[src/rtl/bdph_pkg.sv]
// Shared types and constants for the button debounce and gesture block.
`timescale 1ns / 1ps
`default_nettype none
package bdph_pkg;

  localparam int NUM_BUTTONS_DEF = 8;
  localparam int RAW_W     = 8;    // raw button bits carried by an item
  localparam int TIME_W    = 32;
  localparam int CFG_W     = 16;
  localparam int EPOCH_W   = 16;
  localparam int OUT_IDX_W = 3;
  localparam int CFG_IDX_W = 1;

  localparam logic [CFG_IDX_W-1:0] CFG_DEBOUNCE_MS = 1'b0;
  localparam logic [CFG_IDX_W-1:0] CFG_HOLD_MS     = 1'b1;

  localparam logic [CFG_W-1:0] DEBOUNCE_MS_RST = 16'd20;
  localparam logic [CFG_W-1:0] HOLD_MS_RST     = 16'd600;

  localparam logic KIND_POLL  = 1'b0;
  localparam logic KIND_RESET = 1'b1;

  localparam logic GESTURE_PRESS = 1'b0;
  localparam logic GESTURE_HOLD  = 1'b1;

  typedef enum logic [1:0] {
    ST_IDLE,
    ST_SCAN,
    ST_END
  } state_t;

  typedef struct packed {
    logic load;    // capture the input item, clear pending results
    logic scan;    // process the button selected by the scan index
    logic commit;  // hand pending results to the output stage
  } ctrl_cmd_t;

endpackage
`default_nettype wire

[src/rtl/button_debounce_press_hold.sv]
// Top level of the button debouncer with press and hold gestures.
//
// Usage:
//  - Input channel (in_*): one item per poll. in_kind = poll tick or reset until
//    release, in_buttons_down = raw levels, in_now_ms = wrapping ms time,
//    in_control_epoch = tag latched when a press turns stable.
//  - Output channel (out_*): one item per gesture, in ascending button order;
//    out_last marks the final gesture of a poll. Polls without gestures give none.
//  - Config channel (cfg_*): index 0 debounce_ms, index 1 hold_ms; always ready.
//    Write only while the block is idle.
//  - Flow: an item is accepted, then each button passes in turn through the
//    shared scan step, then a wrap-up step; a new item is taken only after the
//    wrap-up of the previous one. Gestures sit in an output buffer that drains
//    one button slot per cycle, unless the receiver stalls, while the next item
//    is scanned; the wrap-up waits only if that buffer still holds results of
//    the previous item and the new item has results of its own.
//  - Reset (rst_n low, synchronous): all button state clears, thresholds go to
//    20 ms and 600 ms, pending gestures are dropped. No clearing pass is needed.
//  - Receiver stall: out_valid holds with stable payload until out_ready.
`timescale 1ns / 1ps
`default_nettype none
module button_debounce_press_hold #(
  parameter int NUM_BUTTONS = bdph_pkg::NUM_BUTTONS_DEF
) (
  input  wire logic                             clk,
  input  wire logic                             rst_n,
  // config writes
  input  wire logic                             cfg_valid,
  output logic                                  cfg_ready,
  input  wire logic [bdph_pkg::CFG_IDX_W-1:0]   cfg_index,
  input  wire logic [bdph_pkg::CFG_W-1:0]       cfg_data,
  // poll items
  input  wire logic                             in_valid,
  output logic                                  in_ready,
  input  wire logic                             in_kind,
  input  wire logic [bdph_pkg::RAW_W-1:0]       in_buttons_down,
  input  wire logic [bdph_pkg::TIME_W-1:0]      in_now_ms,
  input  wire logic [bdph_pkg::EPOCH_W-1:0]     in_control_epoch,
  // gesture items
  output logic                                  out_valid,
  input  wire logic                             out_ready,
  output logic [bdph_pkg::OUT_IDX_W-1:0]        out_button_index,
  output logic                                  out_gesture_kind,
  output logic [bdph_pkg::EPOCH_W-1:0]          out_press_epoch_out,
  output logic                                  out_last
);
  import bdph_pkg::*;

  localparam int IDX_W = (NUM_BUTTONS > 1) ? $clog2(NUM_BUTTONS) : 1;

  ctrl_cmd_t              cmd;
  logic [IDX_W-1:0]       scan_idx;
  logic                   pend_any, emit_any;
  logic [NUM_BUTTONS-1:0] pend_vld, pend_kind;
  logic [EPOCH_W-1:0]     pend_epoch [NUM_BUTTONS];

  // config registers accept a write every cycle
  assign cfg_ready = 1'b1;

  bdph_ctrl #(
    .NUM_BUTTONS (NUM_BUTTONS),
    .IDX_W       (IDX_W)
  ) u_ctrl (
    .clk      (clk),
    .rst_n    (rst_n),
    .in_valid (in_valid),
    .in_ready (in_ready),
    .pend_any (pend_any),
    .emit_any (emit_any),
    .cmd      (cmd),
    .scan_idx (scan_idx)
  );

  bdph_dp #(
    .NUM_BUTTONS (NUM_BUTTONS),
    .IDX_W       (IDX_W)
  ) u_dp (
    .clk              (clk),
    .rst_n            (rst_n),
    .cfg_valid        (cfg_valid),
    .cfg_index        (cfg_index),
    .cfg_data         (cfg_data),
    .in_kind          (in_kind),
    .in_buttons_down  (in_buttons_down),
    .in_now_ms        (in_now_ms),
    .in_control_epoch (in_control_epoch),
    .cmd              (cmd),
    .scan_idx         (scan_idx),
    .pend_any         (pend_any),
    .pend_vld         (pend_vld),
    .pend_kind        (pend_kind),
    .pend_epoch       (pend_epoch)
  );

  bdph_emit #(
    .NUM_BUTTONS (NUM_BUTTONS),
    .IDX_W       (IDX_W)
  ) u_emit (
    .clk                 (clk),
    .rst_n               (rst_n),
    .commit              (cmd.commit),
    .pend_vld            (pend_vld),
    .pend_kind           (pend_kind),
    .pend_epoch          (pend_epoch),
    .emit_any            (emit_any),
    .out_valid           (out_valid),
    .out_ready           (out_ready),
    .out_button_index    (out_button_index),
    .out_gesture_kind    (out_gesture_kind),
    .out_press_epoch_out (out_press_epoch_out),
    .out_last            (out_last)
  );

endmodule
`default_nettype wire

[src/rtl/bdph_ctrl.sv]
// Sequencer: accepts items, walks the buttons, hands results to the output stage.
`timescale 1ns / 1ps
`default_nettype none
module bdph_ctrl #(
  parameter int NUM_BUTTONS = bdph_pkg::NUM_BUTTONS_DEF,
  parameter int IDX_W       = 3
) (
  input  wire logic              clk,
  input  wire logic              rst_n,
  input  wire logic              in_valid,
  output logic                   in_ready,
  input  wire logic              pend_any,
  input  wire logic              emit_any,
  output bdph_pkg::ctrl_cmd_t    cmd,
  output logic [IDX_W-1:0]       scan_idx
);
  import bdph_pkg::*;

  localparam logic [IDX_W-1:0] LAST_IDX = IDX_W'(NUM_BUTTONS - 1);

  state_t           state_r, state_nxt;
  logic [IDX_W-1:0] idx_r, idx_nxt;

  always_ff @(posedge clk) begin
    if (!rst_n) begin
      state_r <= ST_IDLE;
      idx_r   <= '0;
    end else begin
      state_r <= state_nxt;
      idx_r   <= idx_nxt;
    end
  end

  always_comb begin
    state_nxt = state_r;
    idx_nxt   = idx_r;
    unique case (state_r)
      ST_IDLE: begin
        idx_nxt = '0;
        if (in_valid) state_nxt = ST_SCAN;
      end
      ST_SCAN: begin
        if (idx_r == LAST_IDX) begin
          state_nxt = ST_END;
        end else begin
          idx_nxt = idx_r + 1'b1;
        end
      end
      ST_END: begin
        // wait while the output stage still holds results of the previous item and this item has results too
        if (!(pend_any && emit_any)) state_nxt = ST_IDLE;
      end
      default: state_nxt = ST_IDLE;
    endcase
  end

  always_comb begin
    in_ready   = 1'b0;
    cmd        = '0;
    unique case (state_r)
      ST_IDLE: begin
        in_ready = 1'b1;
        cmd.load = in_valid;
      end
      ST_SCAN: cmd.scan = 1'b1;
      ST_END:  cmd.commit = pend_any && !emit_any;
      default: ;
    endcase
  end

  assign scan_idx = idx_r;

endmodule
`default_nettype wire

[src/rtl/bdph_dp.sv]
// Datapath: config registers, per-button debounce state and the scan step.
`timescale 1ns / 1ps
`default_nettype none
module bdph_dp #(
  parameter int NUM_BUTTONS = bdph_pkg::NUM_BUTTONS_DEF,
  parameter int IDX_W       = 3
) (
  input  wire logic                          clk,
  input  wire logic                          rst_n,
  input  wire logic                          cfg_valid,
  input  wire logic [bdph_pkg::CFG_IDX_W-1:0] cfg_index,
  input  wire logic [bdph_pkg::CFG_W-1:0]    cfg_data,
  input  wire logic                          in_kind,
  input  wire logic [bdph_pkg::RAW_W-1:0]    in_buttons_down,
  input  wire logic [bdph_pkg::TIME_W-1:0]   in_now_ms,
  input  wire logic [bdph_pkg::EPOCH_W-1:0]  in_control_epoch,
  input  wire bdph_pkg::ctrl_cmd_t           cmd,
  input  wire logic [IDX_W-1:0]              scan_idx,
  output logic                               pend_any,
  output logic [NUM_BUTTONS-1:0]             pend_vld,
  output logic [NUM_BUTTONS-1:0]             pend_kind,
  output logic [bdph_pkg::EPOCH_W-1:0]       pend_epoch [NUM_BUTTONS]
);
  import bdph_pkg::*;

  logic [CFG_W-1:0]   debounce_r, hold_ms_r;

  logic               kind_r;
  logic [RAW_W-1:0]   bits_r;
  logic [TIME_W-1:0]  now_r;
  logic [EPOCH_W-1:0] cepoch_r;

  logic [NUM_BUTTONS-1:0] supp_r, cand_r, stable_r, held_r;
  logic [TIME_W-1:0]      cand_since_r [NUM_BUTTONS];
  logic [TIME_W-1:0]      down_since_r [NUM_BUTTONS];
  logic [EPOCH_W-1:0]     epoch_r      [NUM_BUTTONS];

  logic [NUM_BUTTONS-1:0] pend_vld_r, pend_kind_r;
  logic [EPOCH_W-1:0]     pend_epoch_r [NUM_BUTTONS];

  logic [NUM_BUTTONS-1:0] raw_vec;

  // buttons beyond the raw input width read as up
  for (genvar g = 0; g < NUM_BUTTONS; g++) begin : g_raw
    if (g < RAW_W) begin : g_bit
      assign raw_vec[g] = bits_r[g];
    end else begin : g_up
      assign raw_vec[g] = 1'b0;
    end
  end

  // scan step for the selected button
  logic              raw, supp_cur, cand_cur, stable_cur, held_cur;
  logic [TIME_W-1:0] cand_age, down_age;
  logic              supp_nxt, cand_nxt, stable_nxt, held_nxt;
  logic              cand_since_we, down_we, fire, fire_kind;

  always_comb begin
    raw        = raw_vec[scan_idx];
    supp_cur   = supp_r[scan_idx];
    cand_cur   = cand_r[scan_idx];
    stable_cur = stable_r[scan_idx];
    held_cur   = held_r[scan_idx];
    cand_age   = now_r - cand_since_r[scan_idx];
    down_age   = now_r - down_since_r[scan_idx];

    supp_nxt      = supp_cur;
    cand_nxt      = cand_cur;
    stable_nxt    = stable_cur;
    held_nxt      = held_cur;
    cand_since_we = 1'b0;
    down_we       = 1'b0;
    fire          = 1'b0;
    fire_kind     = GESTURE_PRESS;

    if (kind_r == KIND_RESET) begin
      supp_nxt   = supp_cur | raw;
      stable_nxt = 1'b0;
      cand_nxt   = raw;
      held_nxt   = 1'b0;
    end else if (supp_cur) begin
      if (!raw) supp_nxt = 1'b0;
    end else if (raw != cand_cur) begin
      cand_nxt      = raw;
      cand_since_we = 1'b1;
    end else if (cand_age < TIME_W'(debounce_r)) begin
      // level not settled yet
    end else if (raw && !stable_cur) begin
      stable_nxt = 1'b1;
      down_we    = 1'b1;
      held_nxt   = 1'b0;
    end else if (raw && !held_cur) begin
      if (down_age >= TIME_W'(hold_ms_r)) begin
        held_nxt  = 1'b1;
        fire      = 1'b1;
        fire_kind = GESTURE_HOLD;
      end
    end else if (!raw && stable_cur) begin
      stable_nxt = 1'b0;
      if (!held_cur) begin
        fire      = 1'b1;
        fire_kind = GESTURE_PRESS;
      end
    end
  end

  always_ff @(posedge clk) begin
    if (!rst_n) begin
      debounce_r <= DEBOUNCE_MS_RST;
      hold_ms_r  <= HOLD_MS_RST;
    end else if (cfg_valid) begin
      unique case (cfg_index)
        CFG_DEBOUNCE_MS: debounce_r <= cfg_data;
        CFG_HOLD_MS:     hold_ms_r  <= cfg_data;
        default: ;
      endcase
    end
  end

  always_ff @(posedge clk) begin
    if (cmd.load) begin
      kind_r   <= in_kind;
      bits_r   <= in_buttons_down;
      now_r    <= in_now_ms;
      cepoch_r <= in_control_epoch;
    end
  end

  always_ff @(posedge clk) begin
    if (!rst_n) begin
      supp_r   <= '0;
      cand_r   <= '0;
      stable_r <= '0;
      held_r   <= '0;
      for (int i = 0; i < NUM_BUTTONS; i++) begin
        cand_since_r[i] <= '0;
        down_since_r[i] <= '0;
        epoch_r[i]      <= '0;
      end
    end else if (cmd.scan) begin
      supp_r[scan_idx]   <= supp_nxt;
      cand_r[scan_idx]   <= cand_nxt;
      stable_r[scan_idx] <= stable_nxt;
      held_r[scan_idx]   <= held_nxt;
      if (cand_since_we) cand_since_r[scan_idx] <= now_r;
      if (down_we) begin
        down_since_r[scan_idx] <= now_r;
        epoch_r[scan_idx]      <= cepoch_r;
      end
    end
  end

  always_ff @(posedge clk) begin
    if (!rst_n) begin
      pend_vld_r <= '0;
    end else if (cmd.load) begin
      pend_vld_r <= '0;
    end else if (cmd.scan) begin
      pend_vld_r[scan_idx] <= fire;
    end
  end

  always_ff @(posedge clk) begin
    if (cmd.scan) begin
      pend_kind_r[scan_idx]  <= fire_kind;
      pend_epoch_r[scan_idx] <= epoch_r[scan_idx];
    end
  end

  assign pend_any   = |pend_vld_r;
  assign pend_vld   = pend_vld_r;
  assign pend_kind  = pend_kind_r;
  assign pend_epoch = pend_epoch_r;

endmodule
`default_nettype wire

[src/rtl/bdph_emit.sv]
// Output stage: holds one item's gestures and sends them in button order.
`timescale 1ns / 1ps
`default_nettype none
module bdph_emit #(
  parameter int NUM_BUTTONS = bdph_pkg::NUM_BUTTONS_DEF,
  parameter int IDX_W       = 3
) (
  input  wire logic                            clk,
  input  wire logic                            rst_n,
  input  wire logic                            commit,
  input  wire logic [NUM_BUTTONS-1:0]          pend_vld,
  input  wire logic [NUM_BUTTONS-1:0]          pend_kind,
  input  wire logic [bdph_pkg::EPOCH_W-1:0]    pend_epoch [NUM_BUTTONS],
  output logic                                 emit_any,
  output logic                                 out_valid,
  input  wire logic                            out_ready,
  output logic [bdph_pkg::OUT_IDX_W-1:0]       out_button_index,
  output logic                                 out_gesture_kind,
  output logic [bdph_pkg::EPOCH_W-1:0]         out_press_epoch_out,
  output logic                                 out_last
);
  import bdph_pkg::*;

  localparam logic [IDX_W-1:0] LAST_IDX = IDX_W'(NUM_BUTTONS - 1);

  logic [NUM_BUTTONS-1:0] vld_r, kind_r;
  logic [EPOCH_W-1:0]     epoch_r [NUM_BUTTONS];
  logic [IDX_W-1:0]       ptr_r;

  logic                   oval_r, okind_r, olast_r;
  logic [OUT_IDX_W-1:0]   oidx_r;
  logic [EPOCH_W-1:0]     oepoch_r;

  logic                   out_free, step, hit;
  logic [NUM_BUTTONS-1:0] above;

  assign emit_any = |vld_r;
  assign out_free = !oval_r || out_ready;
  assign step     = emit_any && out_free;
  assign hit      = vld_r[ptr_r];

  // any result still waiting past the current pointer
  always_comb begin
    for (int j = 0; j < NUM_BUTTONS; j++) begin
      above[j] = vld_r[j] && (IDX_W'(j) > ptr_r);
    end
  end

  always_ff @(posedge clk) begin
    if (!rst_n) begin
      vld_r  <= '0;
      ptr_r  <= '0;
      oval_r <= 1'b0;
    end else begin
      if (out_ready) oval_r <= 1'b0;
      if (commit) begin
        vld_r <= pend_vld;
        ptr_r <= '0;
      end else if (step) begin
        ptr_r <= (ptr_r == LAST_IDX) ? '0 : ptr_r + 1'b1;
        if (hit) begin
          vld_r[ptr_r] <= 1'b0;
          oval_r       <= 1'b1;
        end
      end
    end
  end

  always_ff @(posedge clk) begin
    if (commit) begin
      kind_r  <= pend_kind;
      epoch_r <= pend_epoch;
    end
    if (!commit && step && hit) begin
      oidx_r   <= OUT_IDX_W'(ptr_r);
      okind_r  <= kind_r[ptr_r];
      oepoch_r <= epoch_r[ptr_r];
      olast_r  <= ~|above;
    end
  end

  assign out_valid           = oval_r;
  assign out_button_index    = oidx_r;
  assign out_gesture_kind    = okind_r;
  assign out_press_epoch_out = oepoch_r;
  assign out_last            = olast_r;

endmodule
`default_nettype wire

[config.mk]
export PLATFORM = sky130hd
export DESIGN_NAME = button_debounce_press_hold
export DESIGN_NICKNAME = d
export VERILOG_FILES = /design/src/rtl/bdph_pkg.sv /design/src/rtl/button_debounce_press_hold.sv /design/src/rtl/bdph_ctrl.sv /design/src/rtl/bdph_dp.sv /design/src/rtl/bdph_emit.sv
export SDC_FILE = /design/constraint.sdc
export NUM_CORES = 1
export LEC_CHECK = 0
export ABC_CLOCK_PERIOD_IN_PS = 15500
export BUFFER_PORTS_ARGS = -buffer_cell sky130_fd_sc_hd__buf_2
export CAP_MARGIN = 20
export CELL_PAD_IN_SITES_DETAIL_PLACEMENT = 1
export CELL_PAD_IN_SITES_GLOBAL_PLACEMENT = 1
export CORE_ASPECT_RATIO = 1.5
export CORE_MARGIN = 2
export CORE_UTILIZATION = 45
export DETAILED_ROUTE_END_ITERATION = 10
export PLACE_DENSITY_LB_ADDON = 0.1
export SYNTH_ARGS = -nofsm -noshare
export SYNTH_HDL_FRONTEND = slang
export SYNTH_HIERARCHICAL = 1
export SYNTH_SLANG_ARGS = --single-unit
[constraint.sdc]
create_clock -name clk -period 15.5 [get_ports clk]
set_input_delay 1.55 -clock clk [delete_from_list [all_inputs] [get_ports clk]]
set_output_delay 1.55 -clock clk [all_outputs]
set_load 0.01 [all_outputs]
==> out/results.ini, run 1 <==
[run_status]
status = complete, no violations

[synthesis]
yosysWarningCount = 6
synth_cell_types = 84
synthFlopType = edfxtp_1
ys_seq_elements = 1079
synthesis.instances = 3574
ys_seq_area_frac = 0.660
syn_area_sq_um = 47800
avgSynthCellArea_sq_um = 13.4
synthArstFlopShare = 0
syn-num-nets = 3758
synth_edf_count = 990

[power_and_ir_drop]
clkPwrFrac = 0.402
p_total_mw = 6.35
p_leak_nw = 20.2
p_seq_frac = 0.518
netSwitchingPower_mw = 1.50
swShare = 0.237
power_density_nw_per_um2 = 120
internal_power_mw = 4.85
power_frac_comb = 0.080
peakVddDrop_v = 0.000110

[critical_path]
cp_slowest_cell = and3b_4
arrival_ns = 9.20
critPathBufInv = 3
critPathTopFamily = simple AND/OR/NAND/NOR gates
slowest_delay_ns = 0.84
path_cells = and3b_4 > buf_4 > buf_4 > a22oi_1 > and4_1 > ha_1 > a21oi_1 > nor2b_1 > o21ai_0 > a21o_1 > a21oi_1 > xnor2_1 > ha_1 > a21o_1 > a21o_1 > a211oi_1 > o221ai_1 > nor3_1 > o21a_1 > and4_1 > nand4_4 > and2_4 > buf_12 > and3_1
critical_path_required_ns = 15.94
critical_path.endpoint_type = flip-flop
path_common_cell = a21o_1
crit_type = flip-flop to flip-flop
cp_max_fo = 342
start_kind = flip-flop

[placement]
placed_cell_area_sq_um = 49500
dp_hpwl_um = 85800
routabilityCongestion = 0.893
port_buffers = 101

[timing]
hold_viol_final = 0
period_share = 0.565
final.setup.tns_ns = 0
rsz0062_at_grt = false
skew_ns = 0.0197
slew_viol_final = 0
period_minus_slack_ns = 8.75
slew_headroom = 0.0645
worstMarginPinSlew_ns = 1.40
fmax_ghz = 0.114
finalSetupViolations = 0
hold_slack_ns = 0.413

[run]
maxCapViolations = 0

[global_routing]
grt_pass1_wl_um = 211000
grt_pass1_vias = 33159
gr-total-overflow = 0
grt_usage = 0.256
antenna_found_initial = 0
grt_max_degree = 343

[clock_network]
cts.path.max_buffers = 3
cts_max_level = 3
cts_tree = done
path_clk_slew_ns = 0.06
post_cts_buffers = 0
cts_made_buffers = 102
cts_root_buf = clkbuf_16
clk_latency_ns = 0.71
postCtsHoldBufs = 0
ctsResizeCount = 0
clock-sinks = 1079

[layout]
final_util = 0.501
final_area_sq_um = 52800
num-nets-final = 3744
drive_above_1_share = 0.118
area_growth_syn_to_layout_pct = 10.6

[floorplanning]
coreArea_sq_um = 105000
io_pins = 103
die_w_um = 270
dieArea_sq_um = 109000
fp-row-count = 146
die_h_um = 403
initial_core_util = 0.453

[worst_hold_path]
hold_path_class = flip-flop to flip-flop

[detailed_routing]
final_antenna_net_count = 0
wl_per_cell_um = 27.7
vias = 30944
first_iter_violations = 2514
route.detailed.drc = 0
vias_per_cell = 6.12
routed_wl_um = 140000
drt_pass1_iterations = 5

==> logic make-up after synthesis <==
family	share of synthesized area
AO/OA/AOI/OAI	0.111
buffers and inverters	0.0361
multiplexers	0.0155
XOR/XNOR	0.00843
other	0.0000785
flip-flops	0.660
adder cells (fa/ha/maj)	0.0280
AND/OR/NAND/NOR	0.142
==> cells in the mapped netlist (16+ instances only) <==
| cell type | count | area share |
|---|---|---|
| nand3_1 | 41 | 0.0043 |
| buf_6 | 36 | 0.0085 |
| nor2_1 | 81 | 0.0064 |
| xor2_1 | 17 | 0.0031 |
| xnor2_1 | 29 | 0.0053 |
| nor3_1 | 45 | 0.0047 |
| mux2_2 | 32 | 0.0075 |
| a211oi_1 | 20 | 0.0031 |
| buf_1 | 16 | 0.0013 |
| buf_2 | 20 | 0.0021 |
| o211ai_1 | 16 | 0.0025 |
| dfxtp_1 | 89 | 0.037 |
| ha_1 | 103 | 0.027 |
| nand2_1 | 188 | 0.015 |
| o21ai_0 | 72 | 0.0075 |
| and3_1 | 618 | 0.081 |
| o21ai_1 | 16 | 0.0017 |
| inv_1 | 69 | 0.0054 |
| and4_1 | 63 | 0.012 |
| nor2b_1 | 22 | 0.0029 |
| clkbuf_1 | 227 | 0.018 |
| a22oi_1 | 352 | 0.055 |
| a221oi_1 | 16 | 0.0029 |
| nand4_1 | 40 | 0.0052 |
| a21boi_0 | 37 | 0.0058 |
| a21oi_1 | 87 | 0.0091 |
| edfxtp_1 | 990 | 0.62 |
==> placed cells by master (no fill, tap or decap), drive strengths merged, types with 10 or more instances in the layout <==
cell	Yosys	final
a211oi	24	24
a21boi	39	39
a21o	15	15
a21oi	88	88
a221oi	18	18
a22oi	352	352
a31oi	15	15
and3	618	618
and4	63	63
buf	77	187
bufinv	0	13
clkbuf	228	119
clkinv	1	52
dfxtp	89	89
edfxtp	990	990
ha	103	103
inv	69	70
mux2	32	32
mux2i	15	15
mux4	10	10
nand2	188	188
nand2b	15	15
nand3	41	41
nand4	42	42
nor2	81	81
nor2b	22	22
nor3	45	45
o211ai	16	16
o21ai	89	89
o221ai	10	10
o31ai	10	10
xnor2	29	29
xor2	17	17
==> state kept, by name, summed over array words and instances (netlist names), 16 cells and up <==
name,flops
u_dp/cand_since_r,256
u_dp/down_since_r,256
u_dp/epoch_r,128
u_dp/pend_epoch,128
u_emit/epoch_r,128
u_dp/now_r,32
u_dp/cepoch_r,16
u_dp/debounce_r,16
u_dp/hold_ms_r,16
u_emit/out_press_epoch_out,16
==> power by group through the flow <==
stage / Sequential [mW] / Combinational, mW / Clock [mW]
after floorplan: 3.34 / 0.323 / 0
after global placement: 3.35 / 0.500 / 0
after detailed placement: 3.35 / 0.510 / 0
after CTS: 3.29 / 0.514 / 2.61
after global routing: 3.30 / 0.560 / 2.70
final: 3.29 / 0.510 / 2.55
==> cell type report <==
| class | count | area (sq um) |
|---|---|---|
| repair buffers | 187 | 1190 |
| multi-input cells | 2120 | 14700 |
| well taps | 1406 | 1760 |
| clock buffers | 119 | 2640 |
| clock inverters | 71 | 743 |
| diodes | 1 | 2.50 |
| flip-flops and latches | 1079 | 31500 |
| inverters | 70 | 263 |
| fillers | 10547 | 52600 |
==> worst register-to-register path: cells and delay by family, from the launching register on <==
family                     cells  cell delay, ns
and+or+nand+nor                8            3.37
AOI/OAI and AO/OA             10            2.05
buffers and inverters          3            1.50
DFF                            1            0.83
adders and majority gates      2            0.59
xor gates and xnor gates       1            0.16
==> per-layer routing <==
metal	track usage	part of all wire
met1	0.293	0.39
met2	0.473	0.53
met3	0.0248	0.033
met4	0.131	0.052
met5	0	0
==> metrics by stage <==
step	worst slack (ns)	instances
2_1_floorplan	3.63	3574
3_3_place_gp	7.24	4859
3_5_place_dp	6.91	4862
4_1_cts	6.86	5052
5_1_grt	6.29	5052
6_report	6.75	5053
==> worst paths after layout <==
kind	startpoint	end	slack, ns	cells after the start
hold reg to reg	u_dp/pend_epoch[75]$_DFFE_PP_	u_emit/epoch_r[75]$_DFFE_PP_	0.41	0
setup reg to reg	u_ctrl/scan_idx[2]$_SDFFE_PN0P_	u_dp/down_since_r[1][11]$_SDFFCE_PN0P_	6.75	24
hold / removal	u_dp/pend_epoch[75]$_DFFE_PP_	u_emit/epoch_r[75]$_DFFE_PP_	0.41	0
setup / recovery	u_ctrl/scan_idx[2]$_SDFFE_PN0P_	u_dp/down_since_r[1][11]$_SDFFCE_PN0P_	6.75	24
Note: power is estimated with default switching activity, not from simulation.
==> inputs of run 2 (changes only) <==
--- a/config.mk
+++ b/config.mk
@@ -5,7 +5,7 @@
 export SDC_FILE = /design/constraint.sdc
 export NUM_CORES = 1
 export LEC_CHECK = 0
-export ABC_CLOCK_PERIOD_IN_PS = 15500
+export ABC_CLOCK_PERIOD_IN_PS = 7200
 export BUFFER_PORTS_ARGS = -buffer_cell sky130_fd_sc_hd__buf_2
 export CAP_MARGIN = 20
 export CELL_PAD_IN_SITES_DETAIL_PLACEMENT = 1
==> constraint.sdc (replaced) <==
create_clock -name clk -period 7.2 [get_ports clk]
set_input_delay 0.72 -clock clk [delete_from_list [all_inputs] [get_ports clk]]
set_output_delay 0.72 -clock clk [all_outputs]
set_load 0.01 [all_outputs]
==> run 2 against run 1 <==
Clock-buffer cell count grew 6. Clock power rose by 120%. Routed wire length grew 2.9%. Final cell count is 1.3% higher. Final area is 1.7% higher. Global-route usage is 0.49 points higher. First-iteration DRC count decreased by 1.2%. Clock skew is 0.013 ns higher. Largest cell class unchanged.
==> out/results.ini, run 2 (synthesis results as in run 1) <==
[run_status]
status = complete, no violations

[power_and_ir_drop]
p_leak_nw = 20.7  ; +2.3%
peakVddDrop_v = 0.000195  ; +77%
p_total_mw = 13.9  ; +120%
power_density_nw_per_um2 = 258  ; +120%

[worst_hold_path]
hold_depth = 1  ; +1
hold_path_class = primary input to flip-flop

[placement]
port_buffers = 101  ; unchanged
routabilityCongestion = 0.875  ; -2.1%
pre_cts_ws_ns = 0.325  ; -6.59 ns
dp_hpwl_um = 92000  ; +7.3%

[floorplanning]
coreArea_sq_um = 105000  ; unchanged
io_pins = 103  ; unchanged
fp-row-count = 146  ; unchanged
die_w_um = 270  ; unchanged
die_h_um = 403  ; unchanged
initial_core_util = 0.453  ; unchanged
dieArea_sq_um = 109000  ; unchanged

[global_routing]
grt_pass1_vias = 33340  ; +0.55%
gr-total-overflow = 0  ; unchanged
grt_max_degree = 297  ; -13%
antenna_found_initial = 1  ; +1
grt_usage = 0.261  ; +0.00487
grt_pass1_wl_um = 214000  ; +1.7%

[detailed_routing]
final_antenna_net_count = 0  ; unchanged
vias = 31261  ; +1.0%
drt_pass1_iterations = 5  ; unchanged
first_iter_violations = 2483  ; -1.2%
route.detailed.drc = 0  ; unchanged
wl_per_cell_um = 28.1  ; +1.6%
vias_per_cell = 6.11  ; -0.24%
routed_wl_um = 144000  ; +2.9%

[timing]
worst_slack_ns = 0.0759  ; -6.67 ns
period_minus_slack_ns = 7.12  ; -1.63 ns
slew_headroom = 0.00906  ; -0.0554
slew_viol_final = 0  ; unchanged
fmax_ghz = 0.140  ; +23%
worstMarginPinSlew_ns = 1.49  ; +0.0831 ns
period_share = 0.989  ; +0.425
hold_viol_final = 0  ; unchanged
skew_ns = 0.0323  ; +0.0127 ns
rsz0062_at_grt = false
finalSetupViolations = 0  ; unchanged

[critical_path]
path_common_cell = a21o_1
ff2ff_path_depth = 25  ; +4.2%
arrival_ns = 7.58  ; -1.62 ns
crit_type = flip-flop to flip-flop
critical_path_required_ns = 7.66  ; -8.28 ns
slowest_delay_ns = 0.58  ; -0.26 ns
start_kind = flip-flop
cp_max_fo = 296  ; -13%
critical_path.endpoint_type = flip-flop
cp_slowest_cell = and3_1

[clock_network]
cts_made_buffers = 102  ; unchanged
cts_root_buf = clkbuf_16
clock-sinks = 1079  ; unchanged
path_clk_slew_ns = 0.06  ; about the same
cts_max_level = 3  ; unchanged
clk_latency_ns = 0.72  ; about the same
post_cts_buffers = 0  ; unchanged
ctsResizeCount = 0  ; unchanged
postCtsHoldBufs = 0  ; unchanged
cts.path.max_buffers = 3  ; unchanged
cts_tree = done

[layout]
num-nets-final = 3811  ; +1.8%
drive_above_1_share = 0.134  ; +0.0157
biggestRegsByFlops = u_dp/cand_since_r: 256 flops, u_dp/down_since_r: 256 flops
num_antenna_cells = 0  ; -1
area_growth_syn_to_layout_pct = 12.5
nFillCells = 10474  ; -0.69%
final_common_cell = edfxtp_1
final_cell_mix = edfxtp_1 (990), and3_1 (617), a22oi_1 (352)

[run]
maxCapViolations = 0  ; unchanged

[run 2: changes by cell type in the layout (fill, tap and decap cells not counted), moves of 5 or more]
cell,before,now
clkinv_2,22,14
clkbuf_1,16,21
clkinv_1,25,20
buf_4,84,125
buf_12,3,26
[run 2: report_power, final]
part / leakage [nW] / internal [mW] / switching, mW
Sequential: 10.6 / 6.99 / 0.0813
Clock: 1.68 / 3.23 / 2.44
Combinational: 8.47 / 0.381 / 0.781
Total: 20.7 / 10.6 / 3.30
[run 2: path summary, 6_finish.rpt]
check | slack (ns) | from | to
max | 0.08 | u_ctrl/scan_idx[0]$_SDFFE_PN0P_ | u_dp/down_since_r[5][3]$_SDFFCE_PN0P_
min | 0.17 | in_now_ms[27] | u_dp/now_r[27]$_DFFE_PP_
max reg2reg | 0.08 | u_ctrl/scan_idx[0]$_SDFFE_PN0P_ | u_dp/down_since_r[5][3]$_SDFFCE_PN0P_
min reg2reg | 0.42 | u_dp/pend_epoch[93]$_DFFE_PP_ | u_emit/epoch_r[93]$_DFFE_PP_
[run 2: per-layer routing]
| layer | track usage | wire length, um | up-vias |
|---|---|---|---|
| met5 | 0 | 0 | - |
| met2 | 0.492 | 77300 | 766 |
| met4 | 0.120 | 6650 | 0 |
| met1 | 0.295 | 54900 | 16207 |
| met3 | 0.0266 | 4980 | 239 |
| li1 | - | - | 14049 |
[run 2: cell type report]
| cell class | instances | area [sq um] | area share |
|---|---|---|---|
| clock buffer | 125 | 2670 | 0.0497 |
| inverter | 70 | 263 | 0.00489 |
| tap | 1406 | 1760 | 0.0327 |
| clock inverter | 63 | 811 | 0.0151 |
| multi-input combinational | 2122 | 14800 | 0.275 |
| sequential | 1079 | 31500 | 0.586 |
| timing repair buffer | 252 | 1970 | 0.0366 |
[run 2: worst max-delay path, delay by kind of cell, from the launching register on]
family / cells / cell delay [ns]
AND/OR/NAND/NOR: 8 / 2.18
AO/OA/AOI/OAI: 11 / 1.99
buffers and inverters: 3 / 0.79
adder cells (fa/ha/maj): 2 / 0.61
flip-flops: 1 / 0.55
XOR/XNOR: 1 / 0.14
[run 2: stage by stage]
stage / instances / setup TNS [ns] / hold slack (ns) / cell area (sq um) / util
2_1_floorplan: 3574 / -383.99 / 0.400 / 47800 / -
3_3_place_gp: 4925 / 0 / 0.401 / 50200 / 0.477
3_5_place_dp: 4927 / 0 / 0.405 / 50300 / 0.477
4_1_cts: 5115 / 0 / 0.126 / 53700 / 0.510
5_1_grt: 5117 / 0 / 0.149 / 53800 / 0.510
6_report: 5117 / 0 / 0.172 / 53800 / 0.510
